--- config.mk ---
export PLATFORM = sky130hd
export DESIGN_NAME = bounded_array_list
export DESIGN_NICKNAME = d
export VERILOG_FILES = /design/src/rtl/core/bal_pkg.sv /design/src/rtl/core/bal_ctrl.sv /design/src/rtl/core/bal_datapath.sv /design/src/rtl/core/bounded_array_list.sv
export SDC_FILE = /design/constraint.sdc
export NUM_CORES = 1
export LEC_CHECK = 0
export BUFFER_PORTS_ARGS = -buffer_cell sky130_fd_sc_hd__buf_4
export CAP_MARGIN = 20
export CORE_ASPECT_RATIO = 0.8
export CORE_MARGIN = 4
export CORE_UTILIZATION = 45
export CTS_CLUSTER_SIZE = 10
export DETAILED_ROUTE_END_ITERATION = 16
export SETUP_SLACK_MARGIN = 0.3
export SYNTH_ARGS = -nofsm -noshare
export SYNTH_HDL_FRONTEND = slang
export SYNTH_SLANG_ARGS = --single-unit
--- constraint.sdc ---
create_clock -name clk -period 7.38 [get_ports clk]
set_clock_uncertainty 0.1 [all_clocks]
set_input_delay 1.107 -clock clk [delete_from_list [all_inputs] [get_ports clk]]
set_output_delay 1.107 -clock clk [all_outputs]
set_load 0.01 [all_outputs]
--- src/rtl/core/bal_pkg.sv ---
// shared operation codes, beat layout and controller command struct for the array list
package bal_pkg;

	// operation codes carried in the input tuser
	localparam logic [2:0] OP_INS_FRONT = 3'd0;
	localparam logic [2:0] OP_APPEND    = 3'd1;
	localparam logic [2:0] OP_INS_POS   = 3'd2;
	localparam logic [2:0] OP_DEL_FRONT = 3'd3;
	localparam logic [2:0] OP_DEL_END   = 3'd4;
	localparam logic [2:0] OP_DEL_POS   = 3'd5;
	localparam logic [2:0] OP_SEARCH    = 3'd6;

	// field widths fixed by the beat format
	localparam int OP_W    = 3;
	localparam int VAL_W   = 32;
	localparam int POS_W   = 3;
	localparam int LEN_W   = 4;
	localparam int S_DATA_W = 40;
	localparam int M_DATA_W = 8;

	// commands from the controller to the datapath
	typedef struct packed {
		logic capture;   // latch the accepted input beat
		logic exec;      // apply the operation to the cells and count
		logic reduce;    // fold match bits into the result flag
		logic load_out;  // move the result into the output register
	} bal_cmd_t;

endpackage

--- src/rtl/core/bal_ctrl.sv ---
// sequencing state machine: accept, execute, reduce, deliver
module bal_ctrl (
	input  logic              clk,
	input  logic              arst_n,
	input  logic              s_tvalid,
	output logic              s_tready,
	output logic              m_tvalid,
	input  logic              m_tready,
	output bal_pkg::bal_cmd_t cmd
);

	typedef enum logic [1:0] {
		ST_IDLE,
		ST_EXEC,
		ST_FIND,
		ST_SEND
	} state_t;

	state_t state_q;
	logic   out_valid_q;
	logic   out_free;

	assign out_free = !out_valid_q || m_tready;
	assign s_tready = (state_q == ST_IDLE);
	assign m_tvalid = out_valid_q;

	// commands decoded from the current state
	always_comb begin
		cmd          = '0;
		cmd.capture  = (state_q == ST_IDLE) && s_tvalid;
		cmd.exec     = (state_q == ST_EXEC);
		cmd.reduce   = (state_q == ST_FIND);
		cmd.load_out = (state_q == ST_SEND) && out_free;
	end

	// state and output beat valid
	always_ff @(posedge clk or negedge arst_n) begin
		if (!arst_n) begin
			state_q     <= ST_IDLE;
			out_valid_q <= 1'b0;
		end else begin
			unique case (state_q)
				ST_IDLE: begin
					if (s_tvalid) begin
						state_q <= ST_EXEC;
					end
				end
				ST_EXEC: begin
					state_q <= ST_FIND;
				end
				ST_FIND: begin
					state_q <= ST_SEND;
				end
				ST_SEND: begin
					if (out_free) begin
						state_q <= ST_IDLE;
					end
				end
				default: begin
					state_q <= ST_IDLE;
				end
			endcase
			// a new result takes the slot, otherwise a taken beat frees it
			if (cmd.load_out) begin
				out_valid_q <= 1'b1;
			end else if (m_tready) begin
				out_valid_q <= 1'b0;
			end
		end
	end

endmodule

--- src/rtl/core/bal_datapath.sv ---
// entry cells with neighbour shifting, count, per-cell compare and result registers
module bal_datapath #(
	parameter int DEPTH = 8
) (
	input  logic                           clk,
	input  logic                           arst_n,
	input  bal_pkg::bal_cmd_t              cmd,
	input  logic [bal_pkg::OP_W-1:0]       op_in,
	input  logic [bal_pkg::VAL_W-1:0]      value_in,
	input  logic [bal_pkg::POS_W-1:0]      position_in,
	output logic                           ok_out,
	output logic [bal_pkg::LEN_W-1:0]      length_out
);

	localparam int CW = $clog2(DEPTH + 1);
	localparam int PW = (CW > bal_pkg::POS_W) ? CW : bal_pkg::POS_W;
	localparam int MW = (CW > bal_pkg::LEN_W) ? CW : bal_pkg::LEN_W;
	localparam logic [CW-1:0] FULL_CNT = CW'(DEPTH);

	logic [bal_pkg::OP_W-1:0]  op_q;
	logic [bal_pkg::VAL_W-1:0] val_q;
	logic [bal_pkg::POS_W-1:0] pos_q;
	logic [bal_pkg::VAL_W-1:0] cells_q [DEPTH];
	logic [bal_pkg::VAL_W-1:0] cells_d [DEPTH];
	logic [CW-1:0]             count_q;
	logic [CW-1:0]             count_d;
	logic [DEPTH-1:0]          match_q;
	logic [DEPTH-1:0]          match_d;
	logic                      op_ok_q;
	logic                      op_ok_d;
	logic                      is_search_q;
	logic                      res_ok_q;
	logic                      out_ok_q;
	logic [bal_pkg::LEN_W-1:0] out_len_q;

	logic          full;
	logic          empty;
	logic          pos_below;
	logic          shift_up;
	logic          shift_down;
	logic [PW-1:0] gap;
	logic [PW-1:0] count_ext;
	logic [MW-1:0] len_ext;

	assign full      = (count_q == FULL_CNT);
	assign empty     = (count_q == '0);
	assign count_ext = PW'(count_q);
	assign pos_below = (PW'(pos_q) < count_ext);

	// operation decode: legality, gap position, direction of the shift and the next count
	always_comb begin
		op_ok_d    = 1'b0;
		shift_up   = 1'b0;
		shift_down = 1'b0;
		gap        = '0;
		count_d    = count_q;
		unique case (op_q)
			bal_pkg::OP_INS_FRONT: begin
				op_ok_d  = !full;
				shift_up = !full;
				gap      = '0;
			end
			bal_pkg::OP_APPEND: begin
				op_ok_d  = !full;
				shift_up = !full;
				gap      = count_ext;
			end
			bal_pkg::OP_INS_POS: begin
				op_ok_d  = !full && pos_below;
				shift_up = !full && pos_below;
				gap      = PW'(pos_q);
			end
			bal_pkg::OP_DEL_FRONT: begin
				op_ok_d    = !empty;
				shift_down = !empty;
				gap        = '0;
			end
			bal_pkg::OP_DEL_END: begin
				op_ok_d = !empty;
			end
			bal_pkg::OP_DEL_POS: begin
				op_ok_d    = pos_below;
				shift_down = pos_below;
				gap        = PW'(pos_q);
			end
			default: begin
				op_ok_d = 1'b0;
			end
		endcase
		if (op_ok_d && shift_up) begin
			count_d = count_q + 1'b1;
		end else if (op_ok_d) begin
			count_d = count_q - 1'b1;
		end
	end

	// per-cell next value and compare, each cell sees only its neighbours
	for (genvar g = 0; g < DEPTH; g++) begin : g_cell
		logic [bal_pkg::VAL_W-1:0] below_val;
		logic [bal_pkg::VAL_W-1:0] above_val;

		if (g == 0) begin : g_bot
			assign below_val = val_q;
		end else begin : g_mid
			assign below_val = cells_q[g-1];
		end
		if (g == DEPTH - 1) begin : g_top
			assign above_val = cells_q[g];
		end else begin : g_low
			assign above_val = cells_q[g+1];
		end

		always_comb begin
			cells_d[g] = cells_q[g];
			if (shift_up && (PW'(g) == gap)) begin
				cells_d[g] = val_q;
			end else if (shift_up && (PW'(g) > gap)) begin
				cells_d[g] = below_val;
			end else if (shift_down && (PW'(g) >= gap)) begin
				cells_d[g] = above_val;
			end
		end

		assign match_d[g] = (cells_q[g] == val_q) && (PW'(g) < count_ext);
	end

	// captured input beat
	always_ff @(posedge clk) begin
		if (cmd.capture) begin
			op_q  <= op_in;
			val_q <= value_in;
			pos_q <= position_in;
		end
	end

	// entry cells, written when the operation executes
	always_ff @(posedge clk) begin
		if (cmd.exec) begin
			for (int i = 0; i < DEPTH; i++) begin
				cells_q[i] <= cells_d[i];
			end
		end
	end

	// stored entry count
	always_ff @(posedge clk or negedge arst_n) begin
		if (!arst_n) begin
			count_q <= '0;
		end else if (cmd.exec) begin
			count_q <= count_d;
		end
	end

	// operation flag, match bits and result
	always_ff @(posedge clk) begin
		if (cmd.exec) begin
			op_ok_q     <= op_ok_d;
			match_q     <= match_d;
			is_search_q <= (op_q == bal_pkg::OP_SEARCH);
		end
		if (cmd.reduce) begin
			res_ok_q <= is_search_q ? (|match_q) : op_ok_q;
		end
		if (cmd.load_out) begin
			out_ok_q  <= res_ok_q;
			out_len_q <= len_ext[bal_pkg::LEN_W-1:0];
		end
	end

	assign len_ext    = MW'(count_q);
	assign ok_out     = out_ok_q;
	assign length_out = out_len_q;

endmodule

--- src/rtl/core/bounded_array_list.sv ---
// top level of the bounded array list
//
// Ordered list of up to DEPTH signed 32-bit values held in a row of register cells.
// Each input beat carries one operation (insert front, append, insert at position,
// delete front, delete end, delete at position, search) and yields exactly one
// output beat with a success or found flag and the entry count afterwards, taken
// modulo 16. The accepting edge latches the input beat; the execute state then lets
// every cell shift from its neighbour and compare its value at once, the find state
// folds the match bits, and the send state loads the output register once the output
// slot is free. The next input beat is accepted only after the machine is back in
// idle, so no new item is taken before the result of the last is loaded. Stored
// entries need no clearing after reset; only the count resets.
module bounded_array_list #(
	parameter int DEPTH = 8
) (
	input  logic        clk,
	input  logic        arst_n,
	input  logic        s_tvalid,
	output logic        s_tready,
	input  logic [39:0] s_tdata,   // value[31:0], position[34:32], zero[39:35]
	input  logic [2:0]  s_tuser,   // operation[2:0]
	output logic        m_tvalid,
	input  logic        m_tready,
	output logic [7:0]  m_tdata    // ok[0], length[4:1], zero[7:5]
);

	bal_pkg::bal_cmd_t             cmd;
	logic                          ok;
	logic [bal_pkg::LEN_W-1:0]     length;

	// sequencing
	bal_ctrl u_ctrl (
		.clk      (clk),
		.arst_n   (arst_n),
		.s_tvalid (s_tvalid),
		.s_tready (s_tready),
		.m_tvalid (m_tvalid),
		.m_tready (m_tready),
		.cmd      (cmd)
	);

	// cells, count and result
	bal_datapath #(
		.DEPTH (DEPTH)
	) u_datapath (
		.clk         (clk),
		.arst_n      (arst_n),
		.cmd         (cmd),
		.op_in       (s_tuser),
		.value_in    (s_tdata[31:0]),
		.position_in (s_tdata[34:32]),
		.ok_out      (ok),
		.length_out  (length)
	);

	// output beat packing
	assign m_tdata = {3'b000, length, ok};

endmodule

* Word level (Yosys, flattened, before mapping)
Memories as Yosys holds them, arrays and structs flattened. Cells that the tools add are included.
Operators by class: order comparisons 24, equal/unequal tests 27, $add $sub $neg 2, mux-type cells 37, reductions and logical operators 51
Operators with widths (count):
- two-way mux 32 bit | 23
- == test 32 bit | 8
- logical AND 1 bit | 35
- == test 3 x 4 -> 1 bit, first input constant | 4
- > comparator 3 x 4 -> 1 bit, first input constant | 4
- < comparator 3 x 4 -> 1 bit, first input constant | 4
- greater-or-equal comparator 3 x 4 -> 1 bit, first input constant | 3
- == test 3 bit, second input constant | 3
- == test 2 x 4 -> 1 bit, first input constant | 2
- greater-or-equal comparator 1 x 4 -> 1 bit, first input constant | 2
- greater-or-equal comparator 2 x 4 -> 1 bit, first input constant | 2
- > comparator 1 x 4 -> 1 bit, first input constant | 2
- > comparator 2 x 4 -> 1 bit, first input constant | 2
- logical NOT 4 bit | 2
- < comparator 1 x 4 -> 1 bit, first input constant | 2
- < comparator 2 x 4 -> 1 bit, first input constant | 2
- two-way mux 4 bit | 2
- one-hot mux 2 bit (4 select lines) | 1
- one-hot mux 4 bit (2 select lines) | 1
- OR reduction 8 bit | 1
- == test 3 x 2 -> 1 bit, second input constant | 2
- OR reduction 2 bit | 3
- two-way mux 1 bit | 5
- adder 4 x 1 -> 4 bit, second input constant | 1
- other kinds (18) | 25
Word-level totals: bits in registers 61, bits in writable memories 256, memories kept 1
Memory list:
- u_datapath.cells_q | depth 8, width 32, read ports 8, clocked after Yosys merged registers in 0, write ports 8, line bal_datapath.sv:23 | logic [bal_pkg::VAL_W-1:0] cells_q [DEPTH];

* Logic depth before layout (Yosys ltp)
Gate-level depths: netlist (run 1).
word-level depth 8, depth in mapped cells 12

* Hierarchy
Synthesis (run 1) repeated with hierarchy kept, for this count alone.
Unflattened totals: cell total of the unflattened synthesis 1667, area total of the unflattened synthesis 18625.4 um^2
By module, submodules not included:
- bal_datapath | cells each 1644, times used 1, area each 18386.4 um^2, sequential area each 9409.0 um^2
- bal_ctrl | cells each 18, times used 1, area each 205.2 um^2, sequential area each 75.1 um^2
- bounded_array_list | cells each 5, times used 1, area each 33.8 um^2, sequential area each 0.0 um^2

* Worst setup path before layout (run 1)
OpenSTA, ideal clock, no wires.
path type register to register, start point register, netlist name u_datapath.count_ext[1], end point memory u_datapath.cells_q[1][100] (netlist name), enable pin, slack 2.949 ns, setup time 0.468 ns, clock period less this slack 4.431 ns, data arrival time 3.863 ns, stages on the path, launching flop included 8, data required time 6.812 ns, path through dfrtp_1 inv_1 ha_1 nor3b_1 o41ai_1 o21a_1 buf_2 nor3b_1
RTL lines (line):
- end, declared | bal_datapath.sv:23

==> results of run 1 <==
==> worst register-to-register path: stages (launching register included) <==
cell and delay [ps]:
dfrtp_1 640, inv_1 200, ha_1 320, inv_1 40, o41ai_1 610, o21a_1 730, nor3_4 120, buf_4 290
nor2_4 770, a21o_1 240
==> cell type report <==
| class | count | area, sq um | area share |
|---|---|---|---|
| sequential | 317 | 9484 | 0.4761 |
| multi-input combinational | 1099 | 7926 | 0.3979 |
| clock buffer | 50 | 1070 | 0.05370 |
| tap | 536 | 670.6 | 0.03366 |
| timing repair buffer | 87 | 669.4 | 0.03360 |
| clock inverter | 2 | 60.06 | 0.003015 |
| inverter | 11 | 41.29 | 0.002073 |
==> metrics by stage <==
stage / std cells / area [sq um]
after floorplan: 1568 / 17980
after global placement: 2048 / 18760
after detailed placement: 2048 / 18760
after CTS: 2100 / 19890
after global routing: 2102 / 19920
final: 2102 / 19920
==> sequential cells by signal, indices dropped and copies added (netlist names) <==
signal / flops
u_datapath.count_ext: 4
u_datapath.op_ok_q: 1
u_datapath.is_search_q: 1
u_datapath.length_out: 4
u_datapath.res_ok_q: 1
u_ctrl.state_q: 2
u_datapath.op_q: 3
u_datapath.ok_out: 1
u_ctrl.m_tvalid: 1
u_datapath.cells_q: 256
u_datapath.pos_q: 3
u_datapath.match_q: 8
u_datapath.g_cell.below_val: 32
==> per-layer routing <==
metal / GRT usage / vias up / part of all wire
li1: - / 5626 / -
met1: 0.3734 / 5990 / 0.49
met2: 0.3200 / 467 / 0.41
met3: 0.03159 / 69 / 0.068
met4: 0.05757 / 0 / 0.023
met5: 0 / - / 0
==> cell usage after synthesis (7+ instances only) <==
cell      count  area, sq um
a21o_1       35        262.8
a22o_1       32        280.3
a22oi_1      19        142.6
a31oi_1      33        206.5
buf_1        23        86.33
buf_2        36        180.2
clkbuf_1     72        270.3
dfrtp_1       7        175.2
edfxtp_1    310         9309
ha_1         10        125.1
inv_1        11        41.29
mux2_2       33        371.6
mux2_4       30        450.4
mux2i_1      97        970.9
nand2_1     213        799.5
nand3_1       7        35.03
nand4_1      41        256.5
nor2_1       70        262.8
nor4_1       38        237.7
o21ai_0      92        460.4
o21ai_1       8        40.04
o22ai_1      13        81.33
xnor2_1     153         1340
xor2_1      107        937.2
==> path summary, 6_finish.rpt <==
kind / cells after the start / start / to / slack (ps)
worst max-delay path: 9 / u_datapath.count_ext[2] / u_datapath.cells_q[1][71] / 3180
worst min-delay path: 1 / arst_n / u_ctrl.m_tvalid / 280
worst max register to register: 9 / u_datapath.count_ext[2] / u_datapath.cells_q[1][71] / 3180
worst min register to register: 0 / u_datapath.res_ok_q / u_datapath.ok_out / 340
max in group asynchronous: 1 / arst_n / u_datapath.count_ext[3] / 6770
min in group clk: 0 / u_datapath.res_ok_q / u_datapath.ok_out / 340
==> power groups by stage <==
stage	Combinational [mW]	Sequential [mW]	Clock, mW
finish	2.53	3.20	1.80
global route	2.76	3.24	1.90
CTS	2.52	3.18	1.83
detailed placement	2.51	3.21	0
global placement	2.45	3.20	0
floorplan	1.88	2.98	0
==> cell families (layout without fill, tap and decap cells) <==
group           after synthesis  after routing
xor+xnor                    260            260
flops                       317            317
simple gates                407            407
mux                         161            161
other cells                   1              3
buf+inv                     152            150
fa+ha+maj                    10             10
compound gates              258            258
==> qor.csv, run 1 <==
stage,metric,value,unit
pwr,irDropWorstVdd,0.0002305,V
final_layout,drive_gt1_frac,0.1398,
pwr,p_leak,7.591,nW
placement,dp_hpwl,36090,microns
synth,yosys.area_share.simple,0.1049,
pwr,power.density,378.0,mW/mm^2
final_layout,fin_util,0.5051,
pwr,clock_power_share,0.238,
global_route,grt_pass1_wl,75070,microns
final_layout,final_common_cell,edfxtp_1,
sta,tns,0,ps
sta,setup_ws,3180,ps
placement,gp_congestion,0.8648,
synth,yosys_most_used_dff,edfxtp_1,
cts,postCtsHoldBufs,0,
pwr,p_sw_frac,0.3660,
sta,clock.fmax,238.1,MHz
flow_run,maxCapViolCount,0,
route,wl_per_cell,24.22,microns
route,dr.pass1.iters,5,
sta,holdWs,278.2,ps
critical_path,crit_path_end_kind,register,
sta,finalSetupViolCount,0,
final_layout,nFillCells,3482,
sta,max_slew_margin,0.2294,
pwr,pwr-share-comb,0.336,
critical_path,path_buf_inv,3,
outcome,status,"complete, no violations",
critical_path,crit_path_cell_trace,inv_1 -> ha_1 -> inv_1 -> o41ai_1 -> o21a_1 -> nor3_4 -> buf_4 -> nor2_4 -> a21o_1,
cts,numCtsBuffers,38,
cts,root_buffer,clkbuf_16,
floorplan,die_area,0.04322,sq mm
critical_path,worst_ep_arrival_time,4500,ps
synth,avgSynthCellArea,11.48,sq um
cts,cts_resized,0,
placement,dp_slack,3243,ps
global_route,grt-ovfl-total,0,
route,antenna_left,0,
cts,clock_sinks,317,
hold_path,hold_path.class,in2async,
synth,ys_ff_latch,317,
cts,clk_pin_slew,60,ps
critical_path,cp.required,7680,ps
cts,htree_levels,2,
global_route,grt_pass1_vias,11500,
route,wl,50910,microns
synth,synth_compound_area_frac,0.09579,
floorplan,die_x,231.4,microns
final_layout,syn2layout_area_growth,10.84,%
synth,synth_cell_types,63,
sta,rsz0062_at_grt,false,
cts,cts_buffer_depth,3,
synth,synth-async-reset-ratio,0.02208,
placement,io_buffers,48,
sta,finalMaxSlewViolations,0,
critical_path,crit_type,reg2reg,
critical_path,slowest_stage,nor2_4,
floorplan,placementRows,65,
route,avgViaCountPerCell,5.781,
sta,tightest_slew,1145,ps
pwr,switchingPower,2.756,mW
floorplan,core,0.03944,sq mm
critical_path,max_stage_delay,740,ps
sta,finalHoldViolCount,0,
cts,cts_setup_buffers,0,
synth,synthMuxAreaShare,0.1004,
critical_path,worst_setup_path_start_kind,register,
final_layout,layout_common_cells,"310 x edfxtp_1, 212 x nand2_1, 153 x xnor2_1",
pwr,seqPwrFrac,0.425,
synth,synth-adder-area-share,0.006961,
synth,syn_inst,1566,
pwr,p_total,7.531,mW
floorplan,die_height,186.8,microns
cts,tritoncts,done,
route,drcViolationCount,0,
synth,synth_top_family_by_area,XOR/XNOR gates,
sta,final.period_utilization,0.5691,
global_route,antenna_found_initial,0,
synth,synth-xor-area-share,0.1267,
final_layout,antenna_cells,0,
pwr,p_int,4.775,mW
floorplan,start_util,0.4557,
synth,ys_warn_count,0,
global_route,gr-usage-all-layers,0.2295,
floorplan,io_pins,57,
global_route,grt_max_degree,97,
route,vias,12150,
synth,ys_seq_area_frac,0.5277,
critical_path,cp_max_fo,33,
route,drt_iter0_markers,1407,
synth,synth_edf_count,310,
cts,insertion_delay,540,ps
final_layout,nets,1611,
sta,finalCriticalPeriod,4200,ps
critical_path,critPathMostFrequentCell,inv_1,
synth,synth_area,0.01797,sq mm
critical_path,critPathTopFamily,compound AO/OA/AOI/OAI gates,
No activity file was read; power rests on OpenSTA's default activity.
==> inputs of run 2 (changes only) <==
--- a/config.mk
+++ b/config.mk
@@ -5,6 +5,7 @@
 export SDC_FILE = /design/constraint.sdc
 export NUM_CORES = 1
 export LEC_CHECK = 0
+export ABC_AREA = 1
 export BUFFER_PORTS_ARGS = -buffer_cell sky130_fd_sc_hd__buf_4
 export CAP_MARGIN = 20
 export CORE_ASPECT_RATIO = 0.8
==> constraint.sdc (replaced) <==
create_clock -name clk -period 3.6 [get_ports clk]
set_clock_uncertainty 0.1 [all_clocks]
set_input_delay 0.54 -clock clk [delete_from_list [all_inputs] [get_ports clk]]
set_output_delay 0.54 -clock clk [all_outputs]
set_load 0.01 [all_outputs]
==> run 2 against run 1 <==
  * Fmax rose by 35%
  * Die area up 6.1%
  * First-iteration DRC count increased by 120%
  * Combinational power is 110% higher
  * Worst hold slack got worse by 220 ps
  * Core utilization up 0.34 points
  * Global-route usage rose by 12 points
  * Sequential share of layout area fell by 3.1 points
  * Register-to-register slack got worse by 2700 ps
==> qor.csv, run 2 <==
stage,metric,value,unit
critical_path,worst_setup_path_start_kind,register,
critical_path,r2r_start,u_datapath.op_q[1],
floorplan,io_pins,57,
cts,insertion_delay,560,ps
global_route,grt-ovfl-total,0,
hold_path,hold_end,u_datapath.g_cell[0].below_val[12],
route,drt_iter0_markers,3064,
synth,synth_cell_types,42,
critical_path,crit_path_end_kind,register,
cts,cts_buffer_depth,3,
synth,yosys_most_used_dff,edfxtp_1,
pwr,seqPwrFrac,0.395,
sta,tns,0,ps
critical_path,worst_ep_arrival_time,3260,ps
synth,synth_area,0.01912,sq mm
hold_path,hold_path.class,in2reg,
cts,htree_levels,2,
pwr,p_int,8.778,mW
route,dr.pass1.iters,6,
pwr,switchingPower,6.135,mW
floorplan,die_x,238.5,microns
sta,tightest_slew,898.5,ps
synth,ys_warn_count,0,
flow_run,maxCapViolCount,0,
outcome,status,"complete, no violations",
placement,dp_hpwl,56390,microns
synth,yosys-top-cells-area,"edfxtp_1 49%, nand2_1 10%, nand3_1 9.6%",
final_layout,syn2layout_area_growth,11.48,%
pwr,clock_power_share,0.245,
synth,synth_top_area_cell,edfxtp_1,
route,antenna_left,0,
final_layout,final_common_cell,nand2_1,
floorplan,start_util,0.4561,
final_layout,regArea,0.009484,sq mm
final_layout,multiInputGateArea,0.008049,sq mm
synth,synth_top_area_frac,0.4869,
synth,ys_ff_latch,317,
pwr,irDropWorstVdd,0.0003926,V
final_layout,largest_reg_flops,256,
cts,clk_pin_slew,60,ps
sta,rsz0062_at_grt,false,
sta,finalHoldViolCount,0,
final_layout,nFillCells,4014,
route,drcViolationCount,0,
sta,finalCriticalPeriod,3102,ps
hold_path,worstHoldStart,s_tdata[12],
critical_path,r2r-end,u_datapath.cells_q[1][103],
synth,ys_seq_area_frac,0.4961,
floorplan,die_area,0.04587,sq mm
route,wl_per_cell,27.84,microns
critical_path,worst_r2r_path_depth,11,
critical_path,crit_type,reg2reg,
critical_path,cp.required,3760,ps
synth,synth-async-reset-ratio,0.02208,
global_route,grt_pass1_vias,16550,
global_route,grt_pass1_wl,116100,microns
route,vias,18030,
floorplan,placementRows,67,
floorplan,core,0.04192,sq mm
cts,numCtsBuffers,39,
final_layout,layout_common_cells,"519 x nand2_1, 365 x nand3_1, 310 x edfxtp_1",
sta,clock.fmax,322.4,MHz
critical_path,cp_max_fo,40,
floorplan,die_height,192.4,microns
final_layout,fin_util,0.5085,
synth,synth_edf_count,310,
route,wl,80940,microns
pwr,pwr-share-comb,0.360,
global_route,antenna_found_initial,2,
sta,finalSetupViolCount,0,
placement,gp_congestion,1.041,
final_layout,nets,2394,
synth,synth_most_common_cell,nand2_1,
placement,io_buffers,48,
pwr,p_sw_frac,0.4114,
sta,finalMaxSlewViolations,0,
global_route,gr-usage-all-layers,0.3474,
sta,max_slew_margin,0.4010,
final_layout,top_register,u_datapath.cells_q,
cts,root_buffer,clkbuf_16,
global_route,grt_max_degree,97,
cts,clock_sinks,317,
final_layout,drive_gt1_frac,0.09686,
critical_path,r2r_setup_slack,500,ps
route,avgViaCountPerCell,6.202,
synth,avgSynthCellArea,8.202,sq um
sta,final.period_utilization,0.8616,
cts,tritoncts,done,
pwr,power.density,699.7,mW/mm^2
synth,synthTopCellsByCount,"519 x nand2_1, 365 x nand3_1, 310 x edfxtp_1",
hold_path,hold_depth,1,
synth,syn_inst,2331,
cts,cts_setup_buffers,0,
pwr,p_leak,8.891,nW
-- run 2: cell types whose count changed after synthesis, sizes merged, moves of 63 or more --
cell   previous run  this run
mux2i            97         0
o21ai           100       218
nor2             71       216
xor2            107        44
mux2             64         0
nand3             7       370
nand2           213       541
inv              11       241
xnor2           153        43
-- run 2: routing by layer --
layer	vias up	routed length, microns	track usage
li1	7867	-	-
met1	8569	33520	0.5089
met2	1385	31600	0.4758
met3	206	12530	0.1194
met4	2	3268	0.1225
met5	-	13	0
-- run 2: what timing repair did --
item                                    4_1_cts  5_1_grt
hold endpoints to repair                      7        0
endpoints found under the setup margin        0       24
gates resized for setup                       0        2
hold buffers                                  1        0
-- run 2: final cells by class --
| cell class | count | area share |
|---|---|---|
| Antenna cell | 1 | 0.0001174 |
| Clock buffer | 50 | 0.04820 |
| Clock inverter | 8 | 0.003522 |
| Inverter | 245 | 0.04321 |
| Multi-Input combinational cell | 1616 | 0.3777 |
| Sequential cell | 317 | 0.4450 |
| Tap cell | 552 | 0.03241 |
| Timing Repair Buffer | 118 | 0.04990 |
-- run 2: kinds of logic after synthesis --
group / synth area share
other cells: 0.0001961
simple gates: 0.2743
flops: 0.4961
buf+inv: 0.08842
compound gates: 0.09457
xor+xnor: 0.03986
fa+ha+maj: 0.006545
-- run 2: worst max-delay path by stage --
stage                             from                    endpoint  slack, ps
2_1_floorplan  u_datapath.count_ext[2]    u_datapath.cells_q[0][0]         30
3_3_place_gp   u_datapath.count_ext[1]  u_datapath.cells_q[0][102]        420
4_1_cts        u_datapath.count_ext[1]  u_datapath.cells_q[0][105]        370
6_report            u_datapath.op_q[1]  u_datapath.cells_q[1][103]        500
3_5_place_dp   u_datapath.count_ext[1]  u_datapath.cells_q[0][102]        360
5_1_grt        u_datapath.count_ext[1]   u_datapath.cells_q[0][99]        340
-- run 2: worst max-delay path: stages, from the launching register on --
cell      delay (ps)
edfxtp_1         480
nor2_2           160
nand2_1          100
inv_2            120
nand2_2           70
nand2_4          200
nand2_2          100
inv_2            370
nand3_4          510
buf_4            400
nand2_1           70
o21ai_0           80
-- run 2: metrics by stage --
stage | area (sq um) | total power [mW] | setup slack [ps] | hold WS [ps] | cells
after global routing | 21310 | 15.53 | 336.4 | 43.93 | 2906
after detailed placement | 20190 | 11.06 | 358.3 | 265.9 | 2847
after global placement | 20180 | 10.95 | 416.6 | 260.3 | 2846
after CTS | 21300 | 14.71 | 372.1 | 45.38 | 2906
after floorplan | 19140 | 8.924 | 32.37 | 144.4 | 2333
final | 21310 | 14.91 | 498.2 | 57.59 | 2907
-- run 2: power groups by stage --
stage               combinational (mW)  sequential (mW)  clock [mW]
global route                      5.77             5.92        3.84
floorplan                         3.37             5.56           0
finish                            5.37             5.88        3.65
detailed placement                5.17             5.90           0
CTS                               5.18             5.83        3.69
global placement                  5.07             5.88           0
==> inputs of run 3 (changes only) <==
--- a/config.mk
+++ b/config.mk
@@ -13,6 +13,7 @@
 export CORE_UTILIZATION = 45
 export CTS_CLUSTER_SIZE = 10
 export DETAILED_ROUTE_END_ITERATION = 16
+export REMOVE_ABC_BUFFERS = 1
 export SETUP_SLACK_MARGIN = 0.3
 export SYNTH_ARGS = -nofsm -noshare
 export SYNTH_HDL_FRONTEND = slang
==> constraint.sdc (replaced) <==
create_clock -name clk -period 3.41 [get_ports clk]
set_clock_uncertainty 0.1 [all_clocks]
set_input_delay 0.5115 -clock clk [delete_from_list [all_inputs] [get_ports clk]]
set_output_delay 0.5115 -clock clk [all_outputs]
set_load 0.01 [all_outputs]
==> run 3 against run 2 <==
  * Sequential power rose by 3.4%
  * Highest routed layer unchanged
  * Via count fell by 1.7%
  * Largest power group unchanged
  * Cell area rose by 0.78%
  * Fmax rose by 3.9%
  * Routed wire length fell by 9.5%
==> qor.csv, run 3 (same netlist as run 2, synthesis figures left out) <==
stage,metric,value,unit
outcome,status,"complete, no violations",
critical_path,cp.required,3550,ps
floorplan,io_pins,57,
placement,dp_slack,350.7,ps
sta,max_slew_margin,0.4459,
sta,finalHoldViolCount,0,
floorplan,core,0.04192,sq mm
sta,tightest_slew,823.6,ps
final_layout,nets,2416,
pwr,p_int,9.420,mW
route,antenna_left,0,
flow_run,maxCapViolCount,0,
global_route,grt_pass1_vias,16370,
final_layout,syn2layout_area_growth,12.34,%
cts,clock_sinks,317,
critical_path,cp_max_fo,10,
critical_path,worst_ep_arrival_time,3120,ps
cts,cts_buffer_depth,3,
placement,dp_hpwl,52030,microns
sta,clock.fmax,334.9,MHz
pwr,switchingPower,6.158,mW
cts,clk_pin_slew,60,ps
global_route,gr-usage-all-layers,0.3104,
global_route,grt-ovfl-total,0,
cts,numCtsBuffers,40,
floorplan,die_height,192.4,microns
critical_path,path_buf_inv,1,
placement,io_buffers,48,
floorplan,die_x,238.5,microns
final_layout,drive_gt1_frac,0.1046,
placement,placed_area,0.02026,sq mm
route,avgViaCountPerCell,6.043,
sta,final.period_utilization,0.8757,
sta,finalCriticalPeriod,2986,ps
route,drt_iter0_markers,2424,
pwr,pwr-share-comb,0.356,
critical_path,crit_path_end_kind,register,
placement,gp_congestion,0.9858,
critical_path,worst_setup_path_start_kind,register,
critical_path,max_stage_delay,630,ps
sta,finalMaxSlewViolations,0,
sta,finalSetupViolCount,0,
critical_path,crit_type,reg2reg,
final_layout,fin_util,0.5124,
global_route,grt_pass1_wl,106800,microns
pwr,seqPwrFrac,0.390,
final_layout,final_common_cell,nand2_1,
route,dr.pass1.iters,5,
pwr,power.density,725.3,mW/mm^2
pwr,clock_power_share,0.254,
final_layout,antenna_cells,0,
hold_path,hold_path.class,in2reg,
sta,holdWs,31.06,ps
pwr,irDropWorstVdd,0.0004149,V
cts,insertion_delay,560,ps
critical_path,slowest_stage,edfxtp_1,
pwr,p_leak,9.009,nW
critical_path,crit_path_cell_trace,inv_1 -> nor2_1 -> nor3_1 -> nand2_1 -> nor2_1 -> nand2_1 -> nor4_1,
final_layout,layout_common_cells,"519 x nand2_1, 365 x nand3_1, 310 x edfxtp_1",
cts,tritoncts,done,
final_layout,final_area,0.02148,sq mm
global_route,antenna_found_initial,2,
final_layout,top_register,u_datapath.cells_q,
route,vias,17720,
route,wl_per_cell,24.97,microns
floorplan,die_area,0.04587,sq mm
final_layout,largest_reg_flops,256,
sta,setup_ws,424.0,ps
sta,tns,0,ps
floorplan,placementRows,67,
global_route,grt_max_degree,95,
pwr,p_sw_frac,0.3953,
route,drcViolationCount,0,
cts,htree_levels,2,
route,wl,73230,microns
critical_path,critPathTopFamily,simple AND/OR/NAND/NOR gates,
sta,rsz0062_at_grt,true,
cts,root_buffer,clkbuf_16,
floorplan,start_util,0.4561,
## run 3: cell types whose count changed in the layout (fill, tap and decap cells not counted), sizes merged
cell and change:
buf +20, clkbuf +6, inv +1, clkinvlp -1, diode -1, nand3 +1
## run 3: path summary, 6_finish.rpt
path	startpoint	endpoint	slack, ps	depth (start not counted)
setup / recovery	u_datapath.g_cell[0].below_val[23]	u_datapath.match_q[0]	420	7
hold / removal	s_tdata[18]	u_datapath.g_cell[0].below_val[18]	30	1
setup reg to reg	u_datapath.g_cell[0].below_val[23]	u_datapath.match_q[0]	420	7
hold reg to reg	u_datapath.res_ok_q	u_datapath.ok_out	330	0
max in group asynchronous	arst_n	u_datapath.count_ext[0]	2870	2
min in group asynchronous	arst_n	u_datapath.count_ext[2]	210	2
## run 3: cell type report
class | instances | area, sq um
Fill cell | 4062 | 20440
Sequential cell | 317 | 9484
Multi-Input combinational cell | 1617 | 8046
Timing Repair Buffer | 138 | 1180
Clock buffer | 56 | 1082
Inverter | 245 | 922.1
Tap cell | 552 | 690.7
Clock inverter | 8 | 72.57
## run 3: power by group through the flow
stage,clock (mW),combinational [mW],sequential (mW)
6_report,3.95,5.55,6.08
4_1_cts,4.01,5.37,6.05
3_5_place_dp,0,5.35,6.12
2_1_floorplan,0,3.16,6.01
3_3_place_gp,0,5.25,6.11
5_1_grt,4.17,6.01,6.13
## run 3: timing repair
action,CTS,global route
setup endpoints to repair,0,139
hold buffers,1,0
gates resized for setup,0,9
hold endpoints to repair,7,0
buffers inserted,0,0
## run 3: per-layer routing
| metal | vias to the layer above | track usage | share of wire |
|---|---|---|---|
| li1 | 7915 | - | - |
| met1 | 8560 | 0.4437 | 0.41 |
| met2 | 1119 | 0.4805 | 0.44 |
| met3 | 127 | 0.07458 | 0.13 |
| met4 | 2 | 0.07387 | 0.025 |
| met5 | - | 0 | 0.00018 |
## run 3: metrics by stage
| stage | cells | total power [mW] |
|---|---|---|
| final | 2933 | 15.58 |
| after global routing | 2933 | 16.31 |
| after CTS | 2931 | 15.43 |
| after detailed placement | 2866 | 11.46 |
| after global placement | 2866 | 11.35 |
| after floorplan | 2178 | 9.176 |
